File: config.mk
export PLATFORM = sky130hd
export DESIGN_NAME = one_wire_rom_search
export DESIGN_NICKNAME = d
export VERILOG_FILES = /design/src/design/ows_pkg.sv /design/src/design/ows_front.sv /design/src/design/ows_fifo.sv /design/src/design/ows_back.sv /design/src/design/one_wire_rom_search.sv
export SDC_FILE = /design/constraint.sdc
export NUM_CORES = 1
export LEC_CHECK = 0
export BUFFER_PORTS_ARGS = -buffer_cell sky130_fd_sc_hd__buf_2
export CAP_MARGIN = 20
export CORE_AREA = 3 3 141 143
export CTS_BUF_LIST = sky130_fd_sc_hd__clkbuf_8 sky130_fd_sc_hd__clkbuf_16
export DETAILED_ROUTE_END_ITERATION = 8
export DIE_AREA = 0 0 144 146
export PLACE_DENSITY = 0.71
export SYNTH_ARGS = -nofsm -noshare
export SYNTH_HDL_FRONTEND = slang
export SYNTH_SLANG_ARGS = --single-unit
File: constraint.sdc
create_clock -name clk -period 3.67 [get_ports clk]
set_clock_uncertainty 0.05 [all_clocks]
set_input_delay 0.1835 -clock clk [delete_from_list [all_inputs] [get_ports clk]]
set_output_delay 0.1835 -clock clk [all_outputs]
set_load 0.01 [all_outputs]
File: src/design/ows_pkg.sv
// Types and constants shared by the 1-Wire ROM search engine.
// No dependencies.
package ows_pkg;

    localparam int POS_W      = 7;
    localparam int ROM_W      = 64;
    localparam int IN_DATA_W  = 16;
    localparam int OUT_DATA_W = 80;

    localparam logic [POS_W-1:0] ROM_BITS     = 7'd64;
    localparam logic [POS_W-1:0] FAMILY_LIMIT = 7'd9;

    typedef enum logic [1:0] {
        OP_RESTART = 2'd0,
        OP_TARGET  = 2'd1,
        OP_BEGIN   = 2'd2,
        OP_BIT     = 2'd3
    } op_t;

    // Read bit pair class: bits differ, both zero (discrepancy), both one (no device)
    typedef enum logic [1:0] {
        PAIR_DIFFER   = 2'd0,
        PAIR_BOTH_ZERO = 2'd1,
        PAIR_BOTH_ONE = 2'd2
    } pair_t;

    typedef struct packed {
        op_t        op;
        logic [7:0] family_byte;
        logic       reset_failed;
        logic       id_bit;
        pair_t      pair;
    } cmd_t;

    typedef struct packed {
        logic              send_search_cmd;
        logic              write_valid;
        logic              write_dir;
        logic              pass_done;
        logic              found;
        logic [ROM_W-1:0]  rom_id;
        logic [POS_W-1:0]  family_discrepancy;
    } result_t;

endpackage

File: src/design/ows_front.sv
// Front stage: accepts input items, decodes action and bit pair class.
// Depends on ows_pkg.
module ows_front
    import ows_pkg::*;
(
    input  logic       clk,
    input  logic       rst_n,
    input  logic       in_valid,
    output logic       in_ready,
    input  logic [1:0] action,
    input  logic [7:0] family_byte,
    input  logic       reset_failed,
    input  logic       id_bit,
    input  logic       comp_bit,
    output logic       push_valid,
    input  logic       push_ready,
    output cmd_t       push_cmd
);

    logic  valid_reg;
    logic  valid_next;
    cmd_t  cmd_reg;
    cmd_t  cmd_next;
    pair_t pair;

    assign in_ready = !valid_reg || push_ready;

    always_comb
    begin
        if (id_bit != comp_bit)
            pair = PAIR_DIFFER;
        else if (id_bit)
            pair = PAIR_BOTH_ONE;
        else
            pair = PAIR_BOTH_ZERO;

        cmd_next.op           = op_t'(action);
        cmd_next.family_byte  = family_byte;
        cmd_next.reset_failed = reset_failed;
        cmd_next.id_bit       = id_bit;
        cmd_next.pair         = pair;

        valid_next = valid_reg;
        if (in_ready)
            valid_next = in_valid;
    end

    always_ff @(posedge clk or negedge rst_n)
    begin
        if (!rst_n)
            valid_reg <= 1'b0;
        else
            valid_reg <= valid_next;
    end

    always_ff @(posedge clk)
    begin
        if (in_ready && in_valid)
            cmd_reg <= cmd_next;
    end

    assign push_valid = valid_reg;
    assign push_cmd   = cmd_reg;

endmodule

File: src/design/ows_fifo.sv
// Short command queue between the front and back stages.
// Depends on ows_pkg.
module ows_fifo
    import ows_pkg::*;
#(
    parameter int DEPTH = 2
)
(
    input  logic clk,
    input  logic rst_n,
    input  logic push_valid,
    output logic push_ready,
    input  cmd_t push_cmd,
    output logic pop_valid,
    input  logic pop_ready,
    output cmd_t pop_cmd
);

    localparam int PTR_W = (DEPTH > 1) ? $clog2(DEPTH) : 1;
    localparam int CNT_W = $clog2(DEPTH + 1);

    cmd_t             entry_reg [DEPTH];
    logic [PTR_W-1:0] wr_ptr_reg;
    logic [PTR_W-1:0] wr_ptr_next;
    logic [PTR_W-1:0] rd_ptr_reg;
    logic [PTR_W-1:0] rd_ptr_next;
    logic [CNT_W-1:0] count_reg;
    logic [CNT_W-1:0] count_next;
    logic             do_push;
    logic             do_pop;

    assign push_ready = (count_reg != CNT_W'(DEPTH));
    assign pop_valid  = (count_reg != '0);
    assign pop_cmd    = entry_reg[rd_ptr_reg];
    assign do_push    = push_valid && push_ready;
    assign do_pop     = pop_valid && pop_ready;

    always_comb
    begin
        wr_ptr_next = wr_ptr_reg;
        rd_ptr_next = rd_ptr_reg;
        count_next  = count_reg;
        if (do_push)
            wr_ptr_next = (wr_ptr_reg == PTR_W'(DEPTH - 1)) ? '0 : wr_ptr_reg + 1'b1;
        if (do_pop)
            rd_ptr_next = (rd_ptr_reg == PTR_W'(DEPTH - 1)) ? '0 : rd_ptr_reg + 1'b1;
        if (do_push && !do_pop)
            count_next = count_reg + 1'b1;
        else if (do_pop && !do_push)
            count_next = count_reg - 1'b1;
    end

    always_ff @(posedge clk or negedge rst_n)
    begin
        if (!rst_n)
        begin
            wr_ptr_reg <= '0;
            rd_ptr_reg <= '0;
            count_reg  <= '0;
        end
        else
        begin
            wr_ptr_reg <= wr_ptr_next;
            rd_ptr_reg <= rd_ptr_next;
            count_reg  <= count_next;
        end
    end

    always_ff @(posedge clk)
    begin
        if (do_push)
            entry_reg[wr_ptr_reg] <= push_cmd;
    end

endmodule

File: src/design/ows_back.sv
// Back stage: search state, direction choice per bit pair, result register.
// Depends on ows_pkg.
module ows_back
    import ows_pkg::*;
(
    input  logic    clk,
    input  logic    rst_n,
    input  logic    cmd_valid,
    output logic    cmd_ready,
    input  cmd_t    cmd,
    output logic    res_valid,
    input  logic    res_ready,
    output result_t res
);

    logic [ROM_W-1:0] rom_reg;
    logic [ROM_W-1:0] rom_next;
    logic [POS_W-1:0] last_disc_reg;
    logic [POS_W-1:0] last_disc_next;
    logic [POS_W-1:0] fam_disc_reg;
    logic [POS_W-1:0] fam_disc_next;
    logic             last_dev_reg;
    logic             last_dev_next;
    logic [POS_W-1:0] bit_pos_reg;
    logic [POS_W-1:0] bit_pos_next;
    logic [POS_W-1:0] last_zero_reg;
    logic [POS_W-1:0] last_zero_next;
    logic             active_reg;
    logic             active_next;
    logic             res_valid_reg;
    logic             res_valid_next;
    result_t          res_reg;
    result_t          res_next;

    logic             pop;
    logic [5:0]       idx;
    logic [POS_W-1:0] pos_inc;
    logic             dir;

    assign cmd_ready = !res_valid_reg || res_ready;
    assign pop       = cmd_valid && cmd_ready;
    assign idx       = 6'(bit_pos_reg - 7'd1);
    assign pos_inc   = bit_pos_reg + 7'd1;

    always_comb
    begin
        if (cmd.pair == PAIR_DIFFER)
            dir = cmd.id_bit;
        else if (bit_pos_reg < last_disc_reg)
            dir = rom_reg[idx];
        else
            dir = (bit_pos_reg == last_disc_reg);
    end

    always_comb
    begin
        rom_next       = rom_reg;
        last_disc_next = last_disc_reg;
        fam_disc_next  = fam_disc_reg;
        last_dev_next  = last_dev_reg;
        bit_pos_next   = bit_pos_reg;
        last_zero_next = last_zero_reg;
        active_next    = active_reg;
        res_next       = '0;

        if (pop)
        begin
            unique case (cmd.op) inside
                OP_RESTART, OP_TARGET:
                begin
                    rom_next       = '0;
                    last_disc_next = '0;
                    fam_disc_next  = '0;
                    last_dev_next  = 1'b0;
                    active_next    = 1'b0;
                    if (cmd.op == OP_TARGET)
                    begin
                        rom_next[7:0]  = cmd.family_byte;
                        last_disc_next = ROM_BITS;
                    end
                end
                OP_BEGIN:
                begin
                    if (last_dev_reg || cmd.reset_failed)
                    begin
                        last_disc_next     = '0;
                        fam_disc_next      = '0;
                        last_dev_next      = 1'b0;
                        active_next        = 1'b0;
                        res_next.pass_done = 1'b1;
                    end
                    else
                    begin
                        res_next.send_search_cmd = 1'b1;
                        active_next              = 1'b1;
                        bit_pos_next             = 7'd1;
                        last_zero_next           = '0;
                    end
                end
                OP_BIT:
                begin
                    if (active_reg && cmd.pair == PAIR_BOTH_ONE)
                    begin
                        last_disc_next     = '0;
                        fam_disc_next      = '0;
                        last_dev_next      = 1'b0;
                        active_next        = 1'b0;
                        res_next.pass_done = 1'b1;
                    end
                    else if (active_reg)
                    begin
                        if (cmd.pair == PAIR_BOTH_ZERO && !dir)
                        begin
                            last_zero_next = bit_pos_reg;
                            if (bit_pos_reg < FAMILY_LIMIT)
                                fam_disc_next = bit_pos_reg;
                        end
                        rom_next[idx]        = dir;
                        res_next.write_valid = 1'b1;
                        res_next.write_dir   = dir;
                        bit_pos_next         = pos_inc;
                        if (pos_inc > ROM_BITS)
                        begin
                            // pass complete: next search restarts from the last zero taken
                            active_next        = 1'b0;
                            res_next.pass_done = 1'b1;
                            last_disc_next     = last_zero_next;
                            if (last_zero_next == '0)
                                last_dev_next = 1'b1;
                            res_next.found = 1'b1;
                            if (rom_next[7:0] == 8'd0)
                            begin
                                last_disc_next = '0;
                                fam_disc_next  = '0;
                                last_dev_next  = 1'b0;
                                res_next.found = 1'b0;
                            end
                        end
                    end
                end
                default:
                begin
                    active_next = active_reg;
                end
            endcase
        end

        res_next.rom_id             = rom_next;
        res_next.family_discrepancy = fam_disc_next;

        res_valid_next = res_valid_reg;
        if (pop)
            res_valid_next = 1'b1;
        else if (res_ready)
            res_valid_next = 1'b0;
    end

    always_ff @(posedge clk or negedge rst_n)
    begin
        if (!rst_n)
        begin
            rom_reg       <= '0;
            last_disc_reg <= '0;
            fam_disc_reg  <= '0;
            last_dev_reg  <= 1'b0;
            bit_pos_reg   <= 7'd1;
            last_zero_reg <= '0;
            active_reg    <= 1'b0;
            res_valid_reg <= 1'b0;
        end
        else
        begin
            rom_reg       <= rom_next;
            last_disc_reg <= last_disc_next;
            fam_disc_reg  <= fam_disc_next;
            last_dev_reg  <= last_dev_next;
            bit_pos_reg   <= bit_pos_next;
            last_zero_reg <= last_zero_next;
            active_reg    <= active_next;
            res_valid_reg <= res_valid_next;
        end
    end

    always_ff @(posedge clk)
    begin
        if (pop)
            res_reg <= res_next;
    end

    assign res_valid = res_valid_reg;
    assign res       = res_reg;

endmodule

File: src/design/one_wire_rom_search.sv
// 1-Wire ROM search engine: input item stream in, one result item per input out.
// Slave channel s_axis carries actions and read bit pairs; master channel m_axis
// carries the command/write/done flags, the ROM image and the family discrepancy.
// Every accepted input item yields exactly one result item, in order.
// Action in s_axis_tuser: restart, target family, begin pass, bit pair. A begin pass
// result flags the search command, or ends with tlast after the last device or a
// failed reset; each bit pair of a pass returns the direction bit to write; the 64th
// bit pair or an all-ones pair ends the pass with tlast, and the result holds the ROM image and the found flag.
// An accepted item passes the front register, a queue entry, then the output register
// loaded by the back stage.
// Throughput: one item per cycle; the back stage updates the search state
// for one item each cycle it can place a result in the output register.
// Reset clears the search state (ROM image zero, bit position one, no pass
// active) and empties the queue and output register.
// When the receiver holds m_axis_tready low the result holds; the queue of
// QUEUE_DEPTH items and the front register fill, then s_axis_tready drops.
// Depends on ows_pkg, ows_front, ows_fifo, ows_back.
module one_wire_rom_search
    import ows_pkg::*;
#(
    parameter int QUEUE_DEPTH = 2
)
(
    input  logic                  clk,
    input  logic                  rst_n,
    input  logic                  s_axis_tvalid,
    output logic                  s_axis_tready,
    // [7:0] family_byte, [8] reset_failed, [9] id_bit, [10] comp_bit, rest zero
    input  logic [IN_DATA_W-1:0]  s_axis_tdata,
    // [1:0] action
    input  logic [1:0]            s_axis_tuser,
    output logic                  m_axis_tvalid,
    input  logic                  m_axis_tready,
    // [0] write_dir, [1] found, [65:2] rom_id, [72:66] family_discrepancy, rest zero
    output logic [OUT_DATA_W-1:0] m_axis_tdata,
    // [0] send_search_cmd, [1] write_valid
    output logic [1:0]            m_axis_tuser,
    // pass_done
    output logic                  m_axis_tlast
);

    logic    push_valid;
    logic    push_ready;
    cmd_t    push_cmd;
    logic    pop_valid;
    logic    pop_ready;
    cmd_t    pop_cmd;
    result_t res;

    ows_front u_front (
        .clk          (clk),
        .rst_n        (rst_n),
        .in_valid     (s_axis_tvalid),
        .in_ready     (s_axis_tready),
        .action       (s_axis_tuser),
        .family_byte  (s_axis_tdata[7:0]),
        .reset_failed (s_axis_tdata[8]),
        .id_bit       (s_axis_tdata[9]),
        .comp_bit     (s_axis_tdata[10]),
        .push_valid   (push_valid),
        .push_ready   (push_ready),
        .push_cmd     (push_cmd)
    );

    ows_fifo #(
        .DEPTH (QUEUE_DEPTH)
    ) u_fifo (
        .clk        (clk),
        .rst_n      (rst_n),
        .push_valid (push_valid),
        .push_ready (push_ready),
        .push_cmd   (push_cmd),
        .pop_valid  (pop_valid),
        .pop_ready  (pop_ready),
        .pop_cmd    (pop_cmd)
    );

    ows_back u_back (
        .clk       (clk),
        .rst_n     (rst_n),
        .cmd_valid (pop_valid),
        .cmd_ready (pop_ready),
        .cmd       (pop_cmd),
        .res_valid (m_axis_tvalid),
        .res_ready (m_axis_tready),
        .res       (res)
    );

    assign m_axis_tdata = {7'd0, res.family_discrepancy, res.rom_id, res.found, res.write_dir};
    assign m_axis_tuser = {res.write_valid, res.send_search_cmd};
    assign m_axis_tlast = res.pass_done;

endmodule

==> metrics.md <==
| Metric | Value |
|---|---|
| Largest net degree at the start of global routing | between 70 and 80 |
| Post-Syn Area | a little under 10000 sq um |
| All-Layer GR Usage | roughly a quarter |
| Synth warn | 0 |
| Fmax | between 200 and 300 MHz |
| Unrepaired setup endpoints after global routing | false |
| Vias in the first global route | roughly 7300 |
| Max reg flops | 76 |
| Slew headroom | 31.6% |
| Worst Hold Class | in2async |
| Synth top area share | ~36% |
| Commonest cells in the netlist | o21ai_0, edfxtp_1, dfrtp_1 |
| Tcrit/Tclk final | 95.1% |
| PD cells | ~800 nW/um^2 |
| H-Tree Depth | 1 |
| Later-pin clock latency in the skew report | roughly 0.52 ns |
| Cells after DPL | roughly 1200 |
| Initial Util | 52.8% |
| Synthesis-to-finish area growth | 21.0% |
| Time the worst path needs with I/O delays and setup | 3.49 ns |
| Net count reported at finish | 1063 |
| Max-cap viol count | 0 |
| Root Buffer | clkbuf_16 |
| Critical Path AT | ~3.7 ns |
| Num CTS Buffers | 22 |
| Post-synthesis compound-gate area fraction | 17.3% |
| Required @ worst endpoint | 3.87 ns |
| Peak VDD IR | approximately 0.52 mV |
| Routed len/inst | roughly 20 microns |
| Largest family of logic cells by synthesized area | compound AO/OA/AOI/OAI gates |
| Pre-CTS setup slack | -0.339 ns |
| Remaining global-route overflow | 0 |
| Slew Limit Fails | 0 |
| Lkg Pwr | approximately 5.1 nW |
| Cell with the most instances after synthesis | o21ai_0 |
| Outcome | finished clean |
| Hold Vio Cnt, Final | 0 |
| Async set-reset flop share out of synthesis | a little under half |
| Core area | 18700 sq um |
| Crit Path Max Fanout | 11 |
| Worst-margin pin slew | around 1.0 ns |
| Longest Clk Path Bufs | 3 |
| DPL Wire Length | ~17 mm |
| Mux cell area share after synthesis | under 10% |
| Die Height | around 150 microns |
| Synth Register Bits | around 220 |
| # rows | 50 |
| WS Path Type | reg2reg |
| Pre-Repair DR Iteration Count | 6 |
| Routed vias/inst | roughly 6 |
| Syn Area/Cell | around 11 sq um |
| Fin cells | between 1000 and 1500 |
| Post-Synth Adder-Cell Area | under 10% |
| TNS Setup | 0 ns |
| Number of distinct library cells after synthesis | 78 |
| DRC viols | 0 |
| Post-synth top flop | edfxtp_1 |
| Final setup vio count | 0 |
| Multi-input logic area | about 3600 sq um |
| Total area of sequential cells | between 6000 and 7000 sq um |
| Cell taking the most area after synthesis | edfxtp_1 |
| IO Port Bufs | 94 |
| Initial antenna violation count | 0 |
| Cell Area, Placed | between 10000 and 15000 sq um |
| # fillers | 1458 |
| CP Launch Type | register |
| Total Wirelength | roughly 25 mm |
| Chip Width | between 100 and 150 microns |
| Clock Sink Count | between 200 and 250 |
| Post-Synthesis Cells | about 860 |
| DRT antenna net count | 0 |
| Critical path capture point type | register |
| Num ports | 107 |
| Simple-Gate Fraction of Synth Area | about a tenth |
| GPL Wtd Cong | roughly 0.96 |
| DR iter-0 viols | 760 |
| First-pass GRT wire length | 40.1 mm |
| Reg clk slew, reported paths | roughly 0.060 ns |
| CTS tree | done |
| Post-synth EDFFs | 118 |
| Die area | between 20000 and 25000 sq um |
| Final Cell Area | between 10000 and 15000 sq um |
| DR vias | between 7000 and 8000 |
| Synth Area in XOR/XNOR | less than 1% |
| Postcts setup bufs | 0 |
| PnR worst setup slack | approximately 0.18 ns |
| Area contributors post-synth | edfxtp_1, dfrtp_1, o21ai_0, mux2i_1, a21oi_1 |
| Share of layout cells above drive strength 1 | 23.8% |
| Ant diodes | 0 |
| Sequential-to-total area share from yosys stat | 61.2% |
-- final timing paths --
kind                                                end             startpoint  slack [ns]  cells past startpoint
worst max-delay path                      u_back.res[3]  u_back.bit_pos_reg[0]        0.18                     13
worst min-delay path                 u_front.push_valid                  rst_n        0.20                      2
worst max register to register            u_back.res[3]  u_back.bit_pos_reg[0]        0.18                     13
worst min register to register  u_fifo.entry_reg[1][11]   u_front.push_cmd[11]        0.39                      0
max in group asynchronous            u_back.rom_reg[12]                  rst_n        2.53                      3
min in group clk                   u_front.push_cmd[10]        s_axis_tdata[6]        0.33                      2
-- metal layers --
metal | vias up | global-route usage (%) | wire [microns]
met5 | - | 0 | 0
met4 | 0 | 7.02 | 814
met3 | 55 | 5.13 | 2110
met2 | 364 | 36.5 | 11600
met1 | 3698 | 34.9 | 10700
li1 | 3531 | - | -
-- worst max-delay path, cell delays in order (launching register included) --
cell,delay [ns]
dfstp_2,0.37
buf_4,0.16
or4_4,0.54
buf_4,0.16
o22a_1,0.24
a211oi_4,0.40
buf_6,0.20
nand3_1,0.14
o22ai_1,0.22
o311ai_2,0.14
nor3_2,0.22
buf_4,0.18
a221o_1,0.14
a21oi_1,0.08
-- kinds of logic after synthesis --
family                     after synthesis
AOI/OAI and AO/OA                      286
xor gates and xnor gates                 9
adders and majority gates               10
buffers and inverters                   71
DFF                                    218
muxes                                   50
other                                    1
and+or+nand+nor                        216
-- where the power goes --
group / leakage, nW / internal (mW) / switching [mW] / total (mW)
Sequential: 2.53 / 3.23 / 0.222 / 3.46
Clock: 0.350 / 1.19 / 0.922 / 2.11
Combinational: 2.24 / 1.62 / 2.43 / 4.05
Total: 5.12 / 6.04 / 3.58 / 9.62
-- layout by cell type, fill, tap and decap left out, types with 21 or more instances in the layout --
master and n:
mux2i_1 42, dfrtp_1 99, edfxtp_1 118, a21oi_1 76, inv_1 21, clkbuf_16 22
nand2_1 66, buf_4 78, nor2_1 46, buf_2 93, o21ai_0 131
-- per-stage QoR --
| stage | total power [mW] | utilization [%] | hold slack, ns |
|---|---|---|---|
| after global placement | 7.42 | 59.2 | 0.233 |
| final | 9.62 | 63.9 | 0.201 |
| after CTS | 9.62 | 63.8 | 0.232 |
| after detailed placement | 7.46 | 59.3 | 0.237 |
| after global routing | 10.2 | 63.9 | 0.281 |
| after floorplan | 5.92 | - | -0.162 |
-- repair_timing --
action,4_1_cts,5_1_grt
hold buffers,16,0
resized for setup,1,5
pin swaps,0,5
setup endpoints to repair,112,99
hold endpoints to repair,68,0
-- layout make-up --
cell class / count / area share (%)
Clock buffer: 23 / 4.72
Clock inverter: 17 / 1.04
Inverter: 20 / 0.628
Multi-Input combinational cell: 578 / 29.9
Sequential cell: 218 / 50.6
Tap cell: 234 / 2.45
Timing Repair Buffer: 191 / 10.7
No activity file was read; power rests on OpenSTA's default activity.
